**config.mk**
```make
export PLATFORM = sky130hd
export DESIGN_NAME = mhtc_front
export DESIGN_NICKNAME = d
export VERILOG_FILES = /design/src/rtl/mhtc_pkg.sv /design/src/rtl/mhtc_front.sv
export SDC_FILE = /design/constraint.sdc
export NUM_CORES = 1
export LEC_CHECK = 0
export BUFFER_PORTS_ARGS = -buffer_cell sky130_fd_sc_hd__buf_2
export CAP_MARGIN = 20
export CORE_UTILIZATION = 48
export CTS_CLUSTER_SIZE = 16
export DETAILED_ROUTE_END_ITERATION = 10
export PLACE_DENSITY = 0.76
export SLEW_MARGIN = 20
export SYNTH_ARGS = -nofsm -noshare
export SYNTH_HDL_FRONTEND = slang
export SYNTH_SLANG_ARGS = --single-unit
```
**constraint.sdc**
```tcl
create_clock -name clk -period 6.7 [get_ports clk]
set_clock_uncertainty 0.1 [all_clocks]
set_input_delay 1.34 -clock clk [delete_from_list [all_inputs] [get_ports clk]]
set_output_delay 1.34 -clock clk [all_outputs]
set_load 0.05 [all_outputs]
```
**src/rtl/mhtc_pkg.sv**
```systemverilog
`timescale 1ns / 1ps
package mhtc_pkg;

  localparam int BUCKETS = 1024;
  localparam int WAYS    = 16;
  localparam int HASHES  = 4;
  localparam int QDEPTH  = 2;

  localparam int BKT_W = (BUCKETS > 1) ? $clog2(BUCKETS) : 1;
  localparam int WAY_W = (WAYS > 1) ? $clog2(WAYS) : 1;
  localparam int HSH_W = (HASHES > 1) ? $clog2(HASHES) : 1;
  localparam int QP_W  = (QDEPTH > 1) ? $clog2(QDEPTH) : 1;
  localparam int QC_W  = $clog2(QDEPTH + 1);

  localparam logic [31:0] HASH_MULT [4] = '{
    32'd1072573589, 32'd3465827623, 32'd2848548977, 32'd748191707
  };

  localparam logic CMD_INSERT = 1'b0;
  localparam logic CMD_SEARCH = 1'b1;

  typedef logic [BKT_W-1:0] bkt_t;

  typedef struct packed {
    logic [31:0] tm;
    logic [31:0] value;
    logic [31:0] key;
  } slot_t;

  localparam int SLOT_W = $bits(slot_t);

  typedef struct packed {
    logic                    nop;
    logic                    cmd;
    logic [31:0]             key;
    logic [31:0]             value;
    logic [31:0]             now;
    bkt_t [HASHES-1:0]       bkt;
  } item_t;

  typedef enum logic [1:0] {
    F_IDLE,
    F_HASH,
    F_PUSH
  } front_state_t;

  typedef enum logic [2:0] {
    B_CLEAR,
    B_IDLE,
    B_READ,
    B_COMP,
    B_WRITE,
    B_RESP
  } back_state_t;

endpackage

```
**src/rtl/mhtc_front.sv**
```systemverilog
`timescale 1ns / 1ps
module mhtc_front import mhtc_pkg::*; (
  input  logic        clk,
  input  logic        rst,
  input  logic        s_tvalid,
  output logic        s_tready,
  input  logic [95:0] s_tdata,   // key[31:0], value[63:32], now[95:64]
  input  logic        s_tuser,   // cmd
  input  logic        init_done,
  output logic        q_valid,
  output item_t       q_item,
  input  logic        q_ready
);

  front_state_t state, state_next;
  item_t             item;
  logic [HSH_W-1:0]  hcnt;
  logic [31:0]       prod;
  logic              accept;

  // one multiply per hash, result registered into the bucket list
  assign prod   = 32'(item.key * HASH_MULT[hcnt]);
  assign accept = s_tvalid && s_tready;
  assign q_item = item;

  always_ff @(posedge clk) begin
    if (rst) begin
      state <= F_IDLE;
    end else begin
      state <= state_next;
    end
  end

  always_comb begin
    state_next = state;
    s_tready   = 1'b0;
    q_valid    = 1'b0;
    case (state)
      F_IDLE: begin
        s_tready = init_done;
        if (s_tvalid && init_done) begin
          state_next = (s_tdata[31:0] == 32'd0) ? F_PUSH : F_HASH;
        end
      end
      F_HASH: begin
        if (hcnt == HSH_W'(HASHES - 1)) begin
          state_next = F_PUSH;
        end
      end
      F_PUSH: begin
        q_valid = 1'b1;
        if (q_ready) begin
          state_next = F_IDLE;
        end
      end
      default: state_next = F_IDLE;
    endcase
  end

  always_ff @(posedge clk) begin
    if (accept) begin
      item.nop   <= (s_tdata[31:0] == 32'd0);
      item.cmd   <= s_tuser;
      item.key   <= s_tdata[31:0];
      item.value <= s_tdata[63:32];
      item.now   <= s_tdata[95:64];
      item.bkt   <= '0;
      hcnt       <= '0;
    end else if (state == F_HASH) begin
      item.bkt[hcnt] <= BKT_W'(prod % 32'(BUCKETS));
      hcnt           <= hcnt + 1'b1;
    end
  end

endmodule

```
==> results of run 1 <==
-- power by group through the flow --
stage	registers (mW)	clock network [mW]	logic, mW
after floorplan	1.38	0	1.13
after global placement	1.10	0	1.78
after detailed placement	1.11	0	1.85
after CTS	1.09	0.999	1.87
after global routing	1.10	1.03	2.06
final	1.09	0.985	1.87
-- kinds of logic (layout without fill, tap and decap cells) --
kind of cell	Yosys count	after routing
other cells	0	4
buf+inv	49	308
compound gates	54	54
xor+xnor	20	20
fa+ha+maj	51	51
flops	142	142
mux	2	2
simple gates	146	146
-- placed cells by master, fill, tap and decap left out, types with 3 or more instances in the layout --
cell type / instances
diode_2: 4
and2_1: 8
clkbuf_16: 17
o22ai_1: 4
a21oi_1: 33
inv_1: 33
fa_1: 22
ha_1: 29
bufinv_16: 4
a211oi_1: 8
xnor2_1: 13
nor2b_1: 10
nor3_1: 3
dfxtp_1: 44
nand2b_1: 3
o21ai_0: 3
buf_2: 241
edfxtp_1: 98
nor2_1: 14
nor4_1: 10
xor2_1: 4
nand2_1: 94
-- through the flow --
| stage | hold WS (ns) | power, mW | setup slack, ns |
|---|---|---|---|
| finish | 0.353 | 3.95 | 1.32 |
| global route | 0.367 | 4.19 | 1.00 |
| CTS | 0.357 | 3.96 | 1.32 |
| detailed placement | 0.347 | 2.96 | 1.32 |
| global placement | 0.342 | 2.88 | 1.58 |
| floorplan | 0.407 | 2.52 | 1.44 |
-- critical path: cells and delay by family (launching register included) --
kind | cells | cell delay (ns)
buf+inv | 1 | 0.24
flops | 1 | 0.54
compound gates | 1 | 0.26
fa+ha+maj | 6 | 2.91
xor+xnor | 5 | 1.10
simple gates | 1 | 0.15
-- cells in the mapped netlist (3+ instances only) --
| cell type | count |
|---|---|
| a21oi_1 | 33 |
| inv_1 | 33 |
| nand2_1 | 94 |
| nor2_1 | 15 |
| nor3_1 | 3 |
| ha_1 | 29 |
| xor2_1 | 4 |
| edfxtp_1 | 98 |
| nand2b_1 | 3 |
| nor4_1 | 10 |
| and2_1 | 8 |
| fa_1 | 22 |
| xnor2_1 | 13 |
| buf_4 | 3 |
| nor2b_1 | 10 |
| a211oi_1 | 8 |
| o21ai_0 | 3 |
| dfxtp_1 | 44 |
| clkbuf_1 | 11 |
| o22ai_1 | 4 |
-- layout make-up --
class,count,area (sq um)
clock buffer,19,433
sequential,142,3820
timing repair buffer,243,1250
tap,168,210
inverter,33,124
fill,925,4090
antenna,4,10.0
clock inverter,13,186
multi-input combinational,273,1990
-- per-layer routing --
metal  GRT usage [%]  vias up  part of all wire, %
met5               0        -                    0
met4            11.5        0                  2.5
met3            10.2       32                  9.2
met2            43.8      180                   52
met1            26.7     2116                   37
li1                -     2087                    -
-- path summary, 6_finish.rpt --
path                                 start    endpoint  slack [ns]  cells after the start
worst max-delay path               hcnt[1]   q_item[9]        1.32                     14
worst min-delay path            q_item[26]  q_item[26]        0.35                      2
worst max register to register     hcnt[1]   q_item[9]        1.32                     14
worst min register to register  q_item[26]  q_item[26]        0.35                      2
-- state kept, by name, indices dropped and copies added, names as in the netlist --
signal and cells:
state 2, hcnt 2, q_item 138
==> impl_metrics.env, run 1 <==
export IMPL_place_hpwl_mm=11.7
export IMPL_fp_dieArea_sq_um=13000
export IMPL_grt_ovfl_total=0
export IMPL_drt_initial_drc_count=210
export IMPL_layout_min_cycle_time_ns=5.38
export IMPL_clk_pin_slew_worst_paths_ns=0.06
export IMPL_cp_end_kind="flop"
export IMPL_layout_drive_gt1_share_pct=38.3
export IMPL_antenna_left=0
export IMPL_synth_mux_area_fraction_pct=0.334
export IMPL_period_share_pct=80.3
export IMPL_area_delta_synth_final_pct=33.7
export IMPL_internal_power_mw=2.34
export IMPL_ys_flop_type="edfxtp_1"
export IMPL_final_max_slew_violation_count=0
export IMPL_relSlewSlack_pct=46.5
export IMPL_ys_warn_count=0
export IMPL_syn_area_sq_um=6000
export IMPL_p_sw_share_pct=40.9
export IMPL_max_stage_delay_ns=0.57
export IMPL_nets=863
export IMPL_synth_compound_area_share_pct=5.21
export IMPL_clock_latency_ns=0.42
export IMPL_synth_top_cells_by_area="edfxtp_1 49%, dfxtp_1 15%, fa_1 7.3%"
export IMPL_synth_net_count=617
export IMPL_rsz0062_at_grt="no"
export IMPL_antenna_found_initial=4
export IMPL_max_freq_mhz=186
export IMPL_p_per_area_nw_per_um2=492
export IMPL_drt_first_pass_iters=4
export IMPL_avgRoutedWirePerCell_um=17.4
export IMPL_synthAdderAreaFrac_pct=13.4
export IMPL_leakage_nw=3.48
export IMPL_vias=4415
export IMPL_cts_hold_fix_buffers=0
export IMPL_track_usage_pct=25.1
export IMPL_cp_arrival_ns=5.61
export IMPL_routabilityCongestion=0.872
export IMPL_grt_pass1_wl_mm=23.8
export IMPL_dpl_cell_count=858
export IMPL_cts_buffers=17
export IMPL_path_class="reg -> reg"
export IMPL_vias_per_cell=4.93
export IMPL_pwr_share_clk_pct=25.0
export IMPL_seqPwrFrac_pct=27.6
export IMPL_synth_top_cell_by_area="edfxtp_1"
export IMPL_synth_xor_area_share_pct=3.42
export IMPL_grt_max_degree=90
export IMPL_crit_fanout=10
export IMPL_cp_common_cell="fa_1"
export IMPL_synth_top_area_share_pct=49.1
export IMPL_io_pins=242
export IMPL_dieHeight_um=114
export IMPL_p_comb_share_pct=47.4
export IMPL_p_switching_mw=1.61
export IMPL_htree_levels=4
export IMPL_die_x_um=114
export IMPL_postSynthCellCount=464
export IMPL_synth_edff_count=98
export IMPL_final_area_sq_um=8020
export IMPL_avgSynthCellArea_sq_um=12.9
export IMPL_cts_sinks=142
export IMPL_status="finished, final reports clean"
export IMPL_cts_root_buf="clkbuf_16"
export IMPL_hold_path_class="reg -> reg"
export IMPL_crit_required_ns=6.93
export IMPL_postLayoutCoreUtil_pct=66.2
export IMPL_initial_core_util_pct=49.5
export IMPL_cts_path_max_buffers=2
export IMPL_rows=40
export IMPL_drt_total_wl_mm=15.6
export IMPL_yosysSeqAreaShare_pct=63.7
export IMPL_cts_repair_resized=0
export IMPL_synth_top_family_by_area="adder cells"
export IMPL_core_sq_um=12100
export IMPL_yosys_area_share_simple_pct=10.6
export IMPL_final_cells=895
export IMPL_crit_chain="inv_1, ha_1, nand2_1, fa_1, fa_1, fa_1, fa_1, fa_1, xor2_1, xnor2_1, xnor2_1, xnor3_2, xnor2_2, a211oi_1"
export IMPL_postCtsSetupRepairBufs=0
export IMPL_cts_tree="built"
export IMPL_finalSetupViolations=0
export IMPL_drv_cap=0
export IMPL_ir_drop_mv=0.392
export IMPL_tns_ns=0
export IMPL_port_buffers=241
export IMPL_first_global_vias=4592
export IMPL_ys_seq_elements=142
export IMPL_slowest_stage="fa_1"
export IMPL_worst_slew_pin_slew_ns=0.800
export IMPL_hold_viol_final=0
export IMPL_route_detailed_drc=0
export IMPL_ys_types=32
export IMPL_synthArstFlopShare_pct=0
export IMPL_place_area_sq_um=7370
export IMPL_worst_setup_path_start_kind="flop"
Note: power is estimated with default switching activity, not from simulation.
==> inputs of run 2 (changes only) <==
- CORE_UTILIZATION: 48 -> 44
- PLACE_DENSITY: 0.76 -> 0.74
- clock period: 6.7 -> 4.8 ns (I/O delays scaled with it)
==> run 2 against run 1 <==
Critical path depth unchanged; fmax up 16%; wire length up 2.2%; sequential power up 39%; worst hold slack worse by 0.00078 ns; via count up 2.9%; die area up 8.9%; final area up 2.5%; critical endpoint is now q_item[29]; global-route usage down 2.2 points.
==> impl_metrics.env, run 2 (same netlist as run 1, synthesis figures left out) <==
export IMPL_tns_ns=0
export IMPL_clk_pin_slew_worst_paths_ns=0.06
export IMPL_route_detailed_drc=0
export IMPL_cts_sinks=142
export IMPL_worst_slew_pin_slew_ns=0.822
export IMPL_vias_per_cell=4.95
export IMPL_crit_fanout=5
export IMPL_antenna_left=0
export IMPL_grt_pass1_wl_mm=23.9
export IMPL_layout_min_cycle_time_ns=4.63
export IMPL_period_share_pct=96.5
export IMPL_mostFrequentLayoutCell="buf_2"
export IMPL_fp_dieArea_sq_um=14100
export IMPL_io_pins=242
export IMPL_final_area_sq_um=8220
export IMPL_leakage_nw=3.56
export IMPL_cts_buffers=17
export IMPL_first_global_vias=4693
export IMPL_path_class="reg -> reg"
export IMPL_die_x_um=119
export IMPL_rows=42
export IMPL_finalSetupViolations=0
export IMPL_final_cell_mix="241 x buf_2, 98 x edfxtp_1, 93 x nand2_1"
export IMPL_slowest_stage="fa_1"
export IMPL_area_delta_synth_final_pct=37.0
export IMPL_cp_common_cell="fa_1"
export IMPL_dieHeight_um=119
export IMPL_initial_core_util_pct=45.1
export IMPL_cts_root_buf="clkbuf_16"
export IMPL_place_hpwl_mm=12.0
export IMPL_layout_drive_gt1_share_pct=42.7
export IMPL_grt_max_degree=139
export IMPL_core_sq_um=13300
export IMPL_track_usage_pct=22.9
export IMPL_hold_viol_final=0
export IMPL_cts_hold_fix_buffers=0
export IMPL_grt_ovfl_total=0
export IMPL_drv_cap=0
export IMPL_cts_path_max_buffers=2
export IMPL_vias=4545
export IMPL_avgRoutedWirePerCell_um=17.4
export IMPL_relSlewSlack_pct=44.7
export IMPL_max_freq_mhz=216
export IMPL_fin_ws_ns=0.166
export IMPL_post_place_ws_ns=-0.0185
export IMPL_final_max_slew_violation_count=0
export IMPL_worst_setup_path_start_kind="flop"
export IMPL_crit_required_ns=4.98
export IMPL_cp_end_kind="flop"
export IMPL_nets=880
export IMPL_cts_tree="built"
export IMPL_largest_register_ffs=138
export IMPL_place_area_sq_um=7510
export IMPL_status="finished, final reports clean"
export IMPL_port_buffers=241
export IMPL_max_stage_delay_ns=0.57
export IMPL_hold_path_class="reg -> reg"
export IMPL_ir_drop_mv=0.970
export IMPL_antenna_found_initial=2
export IMPL_cp_arrival_ns=4.82
export IMPL_crit_chain="inv_1, ha_4, nand2_1, fa_1, fa_1, fa_1, fa_1, fa_1, inv_1, ha_1, nor4_2, nor3_2, xnor2_4, a211oi_2"
export IMPL_clock_latency_ns=0.42
export IMPL_drt_first_pass_iters=4
export IMPL_p_per_area_nw_per_um2=721
export IMPL_routabilityCongestion=0.867
export IMPL_drt_initial_drc_count=259
export IMPL_htree_levels=4
export IMPL_drt_total_wl_mm=16.0
==> run 2: cell count changes in the layout (fill, tap and decap cells not counted), sizes merged <==
cell,change
inv,+4
clkbuf,+1
clkinvlp,-2
bufinv,-3
buf,+17
diode,-2
==> run 2: metal layers <==
layer | track usage [%] | routed length (um)
met5 | 0 | 0
met4 | 9.41 | 386
met3 | 9.36 | 1370
met2 | 39.7 | 8320
met1 | 24.7 | 5880
==> run 2: critical path: cells and delay by family, from the launching register on <==
kind | cells | cell delay, ns
buffers and inverters | 2 | 0.13
adder cells (fa/ha/maj) | 7 | 3.01
AO/OA/AOI/OAI | 1 | 0.10
AND/OR/NAND/NOR | 3 | 0.52
flip-flops | 1 | 0.37
XOR/XNOR | 1 | 0.25
==> run 2: cell type report <==
class / count / area (sq um)
Fill cell: 1048 / 5070
Multi-Input combinational cell: 273 / 2110
Timing Repair Buffer: 260 / 1370
Clock buffer: 20 / 458
Antenna cell: 2 / 5.00
Tap cell: 176 / 220
Sequential cell: 142 / 3830
Clock inverter: 12 / 105
Inverter: 33 / 129
==> run 2: where the power goes <==
group	internal [mW]	switching, mW	total (mW)
Combinational	1.27	1.89	3.15
Clock	0.746	0.515	1.26
Sequential	1.45	0.0651	1.51
==> run 2: what timing repair did <==
item                       in CTS  in global routing
setup buffers                   0                  1
hold endpoints to repair        0                  0
gates resized for setup         0                 27
setup endpoints to repair       0                 12
==> run 2: stage by stage <==
step                      hold WS (ns)  std cells  total power, mW  util, %
after floorplan                  0.407        464             3.47        -
after global placement           0.340        883             4.21     56.5
after detailed placement         0.344        883             4.29     56.5
after CTS                        0.353        915             5.55     60.7
after global routing             0.375        918             6.27     61.8
final                            0.352        918             5.93     61.8
==> run 2: final timing paths <==
kind	cells after the start	from	to	slack (ns)
max	14	hcnt[0]	q_item[29]	0.17
min	2	q_item[25]	q_item[25]	0.35
min reg2reg	2	q_item[25]	q_item[25]	0.35
max reg2reg	14	hcnt[0]	q_item[29]	0.17
