==> config.mk <==
export PLATFORM = sky130hd
export DESIGN_NAME = mhtc_queue
export DESIGN_NICKNAME = d
export VERILOG_FILES = /design/src/rtl/mhtc_pkg.sv /design/src/rtl/mhtc_queue.sv
export SDC_FILE = /design/constraint.sdc
export NUM_CORES = 1
export LEC_CHECK = 0
export BUFFER_PORTS_ARGS = -buffer_cell sky130_fd_sc_hd__buf_4
export CORE_MARGIN = 2
export CORE_UTILIZATION = 25
export DETAILED_ROUTE_END_ITERATION = 8
export GPL_TIMING_DRIVEN = 1
export HOLD_SLACK_MARGIN = 0.05
export PLACE_DENSITY = 0.47
export SYNTH_ARGS = -nofsm -noshare
export SYNTH_HDL_FRONTEND = slang
export SYNTH_SLANG_ARGS = --single-unit
==> constraint.sdc <==
create_clock -name clk -period 10.8 [get_ports clk]
set_clock_uncertainty 0.2 [all_clocks]
set_input_delay 0 -clock clk [delete_from_list [all_inputs] [get_ports clk]]
set_output_delay 0 -clock clk [all_outputs]
set_load 0.005 [all_outputs]
==> src/rtl/mhtc_pkg.sv <==
`timescale 1ns / 1ps
package mhtc_pkg;

  localparam int BUCKETS = 1024;
  localparam int WAYS    = 16;
  localparam int HASHES  = 4;
  localparam int QDEPTH  = 2;

  localparam int BKT_W = (BUCKETS > 1) ? $clog2(BUCKETS) : 1;
  localparam int WAY_W = (WAYS > 1) ? $clog2(WAYS) : 1;
  localparam int HSH_W = (HASHES > 1) ? $clog2(HASHES) : 1;
  localparam int QP_W  = (QDEPTH > 1) ? $clog2(QDEPTH) : 1;
  localparam int QC_W  = $clog2(QDEPTH + 1);

  localparam logic [31:0] HASH_MULT [4] = '{
    32'd1072573589, 32'd3465827623, 32'd2848548977, 32'd748191707
  };

  localparam logic CMD_INSERT = 1'b0;
  localparam logic CMD_SEARCH = 1'b1;

  typedef logic [BKT_W-1:0] bkt_t;

  typedef struct packed {
    logic [31:0] tm;
    logic [31:0] value;
    logic [31:0] key;
  } slot_t;

  localparam int SLOT_W = $bits(slot_t);

  typedef struct packed {
    logic                    nop;
    logic                    cmd;
    logic [31:0]             key;
    logic [31:0]             value;
    logic [31:0]             now;
    bkt_t [HASHES-1:0]       bkt;
  } item_t;

  typedef enum logic [1:0] {
    F_IDLE,
    F_HASH,
    F_PUSH
  } front_state_t;

  typedef enum logic [2:0] {
    B_CLEAR,
    B_IDLE,
    B_READ,
    B_COMP,
    B_WRITE,
    B_RESP
  } back_state_t;

endpackage

==> src/rtl/mhtc_queue.sv <==
`timescale 1ns / 1ps
module mhtc_queue import mhtc_pkg::*; (
  input  logic  clk,
  input  logic  rst,
  input  logic  in_valid,
  output logic  in_ready,
  input  item_t in_item,
  output logic  out_valid,
  input  logic  out_ready,
  output item_t out_item
);

  item_t            buf_q [QDEPTH];
  logic [QP_W-1:0]  wptr;
  logic [QP_W-1:0]  rptr;
  logic [QC_W-1:0]  count;
  logic             push;
  logic             pop;

  assign in_ready  = (count != QC_W'(QDEPTH));
  assign out_valid = (count != '0);
  assign out_item  = buf_q[rptr];
  assign push      = in_valid && in_ready;
  assign pop       = out_valid && out_ready;

  always_ff @(posedge clk) begin
    if (rst) begin
      wptr  <= '0;
      rptr  <= '0;
      count <= '0;
    end else begin
      if (push) begin
        wptr <= (wptr == QP_W'(QDEPTH - 1)) ? '0 : wptr + 1'b1;
      end
      if (pop) begin
        rptr <= (rptr == QP_W'(QDEPTH - 1)) ? '0 : rptr + 1'b1;
      end
      if (push && !pop) begin
        count <= count + 1'b1;
      end else if (pop && !push) begin
        count <= count - 1'b1;
      end
    end
  end

  always_ff @(posedge clk) begin
    if (push) begin
      buf_q[wptr] <= in_item;
    end
  end

endmodule

==> impl_metrics.ini, run 1 <==
[clock_tree]
clock-root-buffer = clkbuf_16
htreeDepth = 2
cts_buffers = 34
clock-sinks = 281
cts_resized = 0
cts_setup_buffers = 0
cts_max_path_buffers = 3
hold_buffers = 264

[floorplanning]
start_util_pct = 25.2
pin_count = 282
die_y_um = 206
row_count = 74
dieWidth_um = 206

[place]
place.gp.congestion = 0.659
port-buffer-count = 281
dp_hpwl_mm = 13.9

[synthesis]
synth_fa_ha_area_share_pct = 0.122
synth_compound_area_share_pct = 0.294
yosys_warnings = 0
synthCells = 453
synthMuxAreaShare_pct = 15.2
ys_ff_latch = 281
synth_simple_gate_area_share_pct = 0.490
synth-xor-area-share_pct = 0.257
synth_cell_type_count = 19
syn_area_um2 = 10200
synth_top_family_by_area = multiplexers
avgSynthCellArea_um2 = 22.6
syn_nets = 596
seq_area_frac_synth_pct = 82.1

[status]
error_line = [ERROR RSZ-0060] Max buffer count reached.
stop_stage = 4_1_cts
status = aborted with a tool error
[synth_stat cells]
cell type | count | area (um^2)
a21bo_2 | 1 | 10.0
buf_6 | 12 | 135
edfxtp_1 | 276 | 8290
dfxtp_1 | 5 | 100
or2_2 | 1 | 6.26
xor2_1 | 3 | 26.3
o21ai_0 | 2 | 10.0
nand2b_1 | 1 | 6.26
buf_4 | 2 | 15.0
and2_1 | 1 | 6.26
buf_2 | 1 | 5.00
a21oi_1 | 2 | 10.0
ha_1 | 1 | 12.5
nand3b_1 | 1 | 7.51
or3_1 | 1 | 6.26
mux2_2 | 138 | 1550
nor2_1 | 3 | 11.3
inv_1 | 1 | 3.75
and3_1 | 1 | 6.26
[cells by family after synthesis]
| group | count (synthesis) |
|---|---|
| simple gates | 9 |
| fa+ha+maj | 1 |
| buf+inv | 16 |
| mux | 138 |
| flops | 281 |
| compound gates | 5 |
| xor+xnor | 3 |
[per-stage QoR]
step | cell area, um^2 | hold WS [ns] | std cells | setup slack [ns]
2_1_floorplan | 10200 | -0.131 | 453 | 6.27
3_5_place_dp | 12900 | -0.0126 | 1256 | 7.82
3_3_place_gp | 12900 | -0.0146 | 1256 | 7.79
==> run 2: changes to the inputs <==
- CORE_UTILIZATION: 25 -> 20
- HOLD_SLACK_MARGIN: 0.05 -> not set
- PLACE_DENSITY: 0.47 -> not set
- PLACE_DENSITY_LB_ADDON: not set -> 0.15
==> impl_metrics.ini, run 2 <==
[clock_tree]
clock-sinks = 281
cts_max_path_buffers = 3
cts_tree = yes
htreeDepth = 2
cts_buffers = 34
clock-root-buffer = clkbuf_16
cts_setup_buffers = 0
clk_latency_ns = 0.52
clk_pin_slew_ns = 0.05

[layout]
synthToLayoutAreaGrowth_pct = 63.5
nNetsFinal = 1163
top_register = buf_q
layout_commonest_cell = buf_4
largest_reg_flops = 276
reg_top3 = buf_q (276), count (2)
final_cell_mix = buf_4, edfxtp_1, dlygate4sd3_1
layout-drive-gt1-share_pct = 45.1

[drt]
first_iter_violations = 233
firstDrtPassIters = 4
ant_nets = 0
drc_errors = 0
wirelength_mm = 26.1
vias = 6262
wl_per_cell_um = 15.2
via_per_inst = 3.65

[flow_run]
maxCapViolations = 0

[floorplanning]
dieWidth_um = 230
row_count = 82
start_util_pct = 20.3
die_y_um = 230
die-area_um2 = 52900
pin_count = 282
core_um2 = 50300

[global_routing]
grtUsageTotal_pct = 9.76
grt_max_degree = 83
grt_pass1_wl_mm = 39.5
grt-ovfl-total = 0
grt_pass1_vias = 6857
antenna_found_initial = 2

[synthesis]
avgSynthCellArea_um2 = 22.6
yosys_warnings = 0
yosysTopAreaCell = edfxtp_1
syn_nets = 596
synth.most_common_cell = edfxtp_1
synth_edf_count = 276
ys_ff_latch = 281
synth_cell_type_count = 19
syn_area_um2 = 10200
seq_area_frac_synth_pct = 82.1
synthTopCellsByArea = edfxtp_1, mux2_2, buf_6
yosys.area.top_type_share_pct = 81.1
synthCells = 453
synth_common_cells = edfxtp_1, mux2_2, buf_6
synth_ff_type = edfxtp_1
synthArstFlopShare_pct = 0

[timing]
setup_ws_ns = 7.80
slew_headroom_pct = 36.1
slew_violations = 0
fin_setup_tns_ns = 0
rsz0062_at_grt = false
setup_viol = 0
hold_viol = 0
period_needed_ns = 3.00
fin_crit_sh_pct = 27.7
tightest_slew_ns = 0.958
fmax_mhz = 334

[place]
dpl_worst_slack_ns = 7.73
port-buffer-count = 281
dp_hpwl_mm = 15.5
place.gp.congestion = 0.661

[power_and_ir_drop]
total_power_mw = 3.31
leakage_nw = 6.15
peakVddDrop_mv = 0.168
cellPowerDensity_nw_per_um2 = 198

[critical_path]
crit_fanout = 82
crit_type = flop to flop
required_ns = 10.75
end_kind = flop
crit_arrival_ns = 2.94
start_kind = flop

[hold_path]
min_path_type = input pin to flop

[status]
status = completed
-- run 2: logic make-up after synthesis --
family | synth area share [%]
XOR/XNOR | 0.257
adder cells (fa/ha/maj) | 0.122
multiplexers | 15.2
buffers and inverters | 1.55
AO/OA/AOI/OAI | 0.294
flip-flops | 82.1
AND/OR/NAND/NOR | 0.490
-- run 2: metrics by stage --
step           hold slack (ns)  utilization (%)  cells  instance area, um^2
6_report                0.0373             33.2   1716                16700
5_1_grt                0.00526             33.2   1716                16700
4_1_cts               0.000255             33.2   1713                16700
3_5_place_dp           -0.0126             26.0   1396                13100
3_3_place_gp           -0.0146             26.0   1396                13100
2_1_floorplan           -0.131                -    453                10200
-- run 2: final cells by class --
class | instances | area, um^2
Antenna cell | 2 | 5.00
Clock buffer | 48 | 967
Clock inverter | 10 | 70.1
Fill cell | 4985 | 33600
Inverter | 1 | 8.76
Multi-Input combinational cell | 156 | 1680
Sequential cell | 281 | 8390
Tap cell | 672 | 841
Timing Repair Buffer | 546 | 4750
-- run 2: repair_timing --
action / in CTS / in global routing
hold endpoints to repair: 312 / 1
gates resized for setup: 0 / 0
hold buffers: 259 / 1
-- run 2: critical path, stage by stage, from the launching register on --
cell      delay [ns]
dfxtp_1         0.39
nand2b_1        0.21
nand3b_1        0.19
inv_6           0.61
buf_4           0.81
-- run 2: routing by layer --
metal	part of all wire [%]	vias to the layer above	routed length, um	global-route usage (%)
li1	-	2950	-	-
met1	41	3101	10700	11.3
met2	49	170	12800	16.5
met3	7.2	41	1880	3.77
met4	2.5	0	660	3.37
met5	0	-	0	0
-- run 2: report_power, final --
| group | switching (mW) | total, mW | internal [mW] |
|---|---|---|---|
| registers | 0.0514 | 1.42 | 1.36 |
| logic | 0.346 | 0.820 | 0.474 |
| clock network | 0.426 | 1.07 | 0.644 |
| total | 0.823 | 3.31 | 2.48 |
-- run 2: worst paths after layout --
kind | from | endpoint | slack [ns] | cells after the start
max | count[0] | buf_q[0][115] | 7.80 | 4
min | in_item[59] | buf_q[0][59] | 0.04 | 2
max reg2reg | count[0] | buf_q[0][115] | 7.80 | 4
min reg2reg | rptr | rptr | 0.30 | 2
No activity file was read; power rests on OpenSTA's default activity.
==> run 3: changes to the inputs <==
- clock period: 10.8 -> 3 ns (I/O delays scaled with it)
==> impl_metrics.ini, run 3 (synthesized netlist as in run 2, its figures left out) <==
[status]
status = completed

[layout]
fin_util_pct = 33.2
nNetsFinal = 1153
largest_reg_flops = 276
final_cells = 1706
layout_commonest_cell = buf_4
nFillCells = 4952
reg_top3 = buf_q (276), count (2)
top_register = buf_q
synthToLayoutAreaGrowth_pct = 63.4
layout-drive-gt1-share_pct = 46.3
final_cell_mix = buf_4, edfxtp_1, dlygate4sd3_1
antenna_cells = 0

[timing]
slew_headroom_pct = 65.5
slew_violations = 0
fin_setup_tns_ns = 0
whs_ns = 0.0273
period_needed_ns = 2.31
setup_ws_ns = 0.690
fmax_mhz = 433
fin_crit_sh_pct = 77.0
setup_viol = 0
rsz0062_at_grt = false
tightest_slew_ns = 0.517
hold_viol = 0

[place]
port-buffer-count = 281
dpl_worst_slack_ns = 0.899
dp_hpwl_mm = 15.6
place.gp.congestion = 0.657
dp_cells = 1400

[global_routing]
grt_max_degree = 55
grt_pass1_wl_mm = 39.1
grt-ovfl-total = 0
antenna_found_initial = 1
grtUsageTotal_pct = 9.63
grt_pass1_vias = 6876

[clock_tree]
cts_tree = yes
htreeDepth = 2
clock-root-buffer = clkbuf_16
cts_buffers = 35
clk_pin_slew_ns = 0.05
clk_latency_ns = 0.52
clock-sinks = 281
cts_max_path_buffers = 3
cts_setup_buffers = 0
hold_buffers = 245
cts_resized = 0

[critical_path]
start_kind = flop
end_kind = output port
crit_fanout = 54
required_ns = 2.80
r2r_cells = 5
crit_type = flop to output port
crit_arrival_ns = 2.11
timing.rr.start = count[1]
rrSetupSlack_ns = 0.89
worstReg2RegEnd = count[0]

[flow_run]
maxCapViolations = 0

[hold_path]
worstHoldEndpoint = buf_q[0][14]
holdPathStages = 2
min_path_type = input pin to flop
holdCritStartpoint = in_item[14]

[drt]
vias = 6181
via_per_inst = 3.62
ant_nets = 0
first_iter_violations = 192
drc_errors = 0
wl_per_cell_um = 14.9
wirelength_mm = 25.4
firstDrtPassIters = 4

[floorplanning]
core_um2 = 50300
die-area_um2 = 52900
dieWidth_um = 230
row_count = 82
pin_count = 282
start_util_pct = 20.3
die_y_um = 230

[power_and_ir_drop]
switching_share_pct = 24.9
p_clk_share_pct = 32.4
leakage_nw = 6.13
peakVddDrop_mv = 0.426
p_sw_mw = 2.98
power_frac_comb_pct = 25.4
cellPowerDensity_nw_per_um2 = 717
p_int_mw = 9.00
pwr-share-seq_pct = 42.2
-- run 3: through the flow --
step	power, mW	instance area, um^2
after global routing	12.7	16700
after global placement	8.04	13200
after detailed placement	8.02	13200
after CTS	12.3	16700
final	12.0	16700
after floorplan	6.52	10200
-- run 3: critical path, stage by stage (launching register included) --
cell     delay, ns
dfxtp_4       0.62
buf_12        0.32
mux2_2        0.39
buf_4         0.14
-- run 3: worst max path at each step --
stage | startpoint | to | depth (start not counted)
after floorplan | count[0] | buf_q[0][0] | 3
after global placement | count[0] | buf_q[0][94] | 4
after detailed placement | count[1] | buf_q[0][95] | 4
after CTS | flop | out_item[136] | 3
after global routing | flop | out_item[136] | 3
final | flop | out_item[73] | 3
-- run 3: power by group through the flow --
stage	logic (mW)	clock network [mW]	registers (mW)
global placement	2.89	0	5.14
detailed placement	2.87	0	5.16
floorplan	1.42	0	5.10
CTS	3.16	4.07	5.07
global route	3.32	4.22	5.11
finish	3.04	3.88	5.06
-- run 3: routing by layer --
| layer | up-vias | global-route usage (%) | routed length, um |
|---|---|---|---|
| li1 | 2926 | - | - |
| met1 | 3051 | 11.2 | 10300 |
| met2 | 158 | 16.4 | 12600 |
| met3 | 44 | 3.16 | 1730 |
| met4 | 2 | 3.65 | 668 |
| met5 | - | 0 | 16 |
-- run 3: final cells by class --
| type | count | area (um^2) | share of cell area [%] |
|---|---|---|---|
| clock buffers | 48 | 967 | 5.79 |
| repair buffers | 535 | 4720 | 28.2 |
| flip-flops and latches | 281 | 8390 | 50.3 |
| multi-input cells | 156 | 1690 | 10.1 |
| inverters | 1 | 7.51 | 0.0450 |
| well taps | 672 | 841 | 5.04 |
| clock inverters | 13 | 87.6 | 0.525 |
==> run 4: changes to the inputs <==
- clock period: 3 -> 2.1 ns (I/O delays scaled with it)
==> impl_metrics.ini, run 4 (synthesized netlist as in run 2, its figures left out) <==
[status]
status = completed

[critical_path]
end_kind = output port
cpPeakStageDelay_ns = 0.40
crit_fanout = 68
crit_arrival_ns = 1.86
cp_cell_sequence = buf_16 > mux2_2 > buf_4
crit_type = flop to output port
slowest_stage = mux2_2
r2r_cells = 4
cp.buffers_inverters = 2
crit_family = buffers and inverters
worst-path-stages = 3
required_ns = 1.90
start_kind = flop

[layout]
top_register = buf_q
layout_commonest_cell = buf_4
largest_reg_flops = 276
synthToLayoutAreaGrowth_pct = 67.2
antenna_cells = 0
final_cell_area_um2 = 17100
reg_top3 = buf_q (276), count (2)
layout-drive-gt1-share_pct = 46.9
final_cell_mix = buf_4, edfxtp_1, dlygate4sd3_1
nNetsFinal = 1187
nFillCells = 4937
multiInputGateArea_um2 = 1690
seq_area_um2 = 8390

[clock_tree]
clock-root-buffer = clkbuf_16
cts_buffers = 34
clk_latency_ns = 0.53
cts_tree = yes
htreeDepth = 2
clk_pin_slew_ns = 0.05
cts_max_path_buffers = 3
clock-sinks = 281

[timing]
slew_violations = 0
rsz0062_at_grt = true
setup_viol = 0
hold_viol = 0
period_needed_ns = 2.06
fmax_mhz = 486
slew_headroom_pct = 69.7
fin_setup_tns_ns = 0
setup_ws_ns = 0.0407
fin_crit_sh_pct = 98.1
tightest_slew_ns = 0.454

[flow_run]
maxCapViolations = 0

[drt]
firstDrtPassIters = 4
first_iter_violations = 286
drc_errors = 0
wl_per_cell_um = 14.5
ant_nets = 0
vias = 6305
via_per_inst = 3.63
wirelength_mm = 25.2

[global_routing]
grt_pass1_wl_mm = 38.6
grt-ovfl-total = 0
grtUsageTotal_pct = 9.47
grt_max_degree = 69
grt_pass1_vias = 6903
antenna_found_initial = 0

[power_and_ir_drop]
leakage_nw = 6.34
total_power_mw = 17.4
cellPowerDensity_nw_per_um2 = 1020
peakVddDrop_mv = 0.541

[floorplanning]
core_um2 = 50300
dieWidth_um = 230
die-area_um2 = 52900
start_util_pct = 20.3
row_count = 82
pin_count = 282
die_y_um = 230

[place]
dpl_worst_slack_ns = 0.284
place_area_um2 = 13300
place.gp.congestion = 0.683
port-buffer-count = 281
dp_hpwl_mm = 15.6

[hold_path]
min_path_type = input pin to flop
holdPathStages = 2
-- run 4: path summary, 6_finish.rpt --
kind / start / slack (ns) / to
worst max-delay path: flop / 0.04 / out_item[2]
worst min-delay path: in_item[57] / 0.03 / buf_q[0][57]
worst max register to register: count[0] / 0.30 / buf_q[0][21]
worst min register to register: rptr / 0.30 / rptr
-- run 4: stage by stage --
stage / hold slack, ns / cells / util (%)
after floorplan: -0.135 / 453 / -
after global placement: -0.0140 / 1411 / 26.5
after detailed placement: -0.0123 / 1411 / 26.5
after CTS: 0.000385 / 1730 / 33.9
after global routing: 0.00860 / 1739 / 34.0
final: 0.0330 / 1739 / 34.0
-- run 4: area by class of cell --
cell class / instances / area share, %
sequential: 281 / 49.1
timing repair buffer: 570 / 30.0
tap: 672 / 4.92
multi-input combinational: 156 / 9.86
inverter: 1 / 0.0439
clock inverter: 14 / 0.505
clock buffer: 45 / 5.59
-- run 4: where the power goes --
group | internal, mW | leakage [nW] | total (mW) | switching [mW]
combinational | 2.77 | 3.20 | 4.71 | 1.94
clock | 3.30 | 0.514 | 5.52 | 2.21
sequential | 7.00 | 2.62 | 7.16 | 0.156
total | 13.1 | 6.34 | 17.4 | 4.30
-- run 4: metal layers --
metal  global-route usage, %  share of wire [%]  up-vias
li1                        -                  -     2991
met2                    16.4                 50      159
met3                    3.87                7.2       45
met5                       0                  0        -
met1                    10.5                 40     3110
met4                    3.17                2.6        0
-- run 4: worst register-to-register path, delay by kind of cell, from the launching register on --
family | cells | cell delay [ns]
simple gates | 2 | 0.30
flops | 1 | 0.37
buf+inv | 2 | 0.48
-- run 4: what timing repair did --
| item | 4_1_cts | 5_1_grt |
|---|---|---|
| setup buffers | 0 | 9 |
| hold buffers | 259 | 0 |
| gates resized for setup | 5 | 0 |
| gates cloned | 1 | 0 |
| endpoints found under the hold margin | 312 | 0 |
| setup endpoints to repair | 91 | 82 |
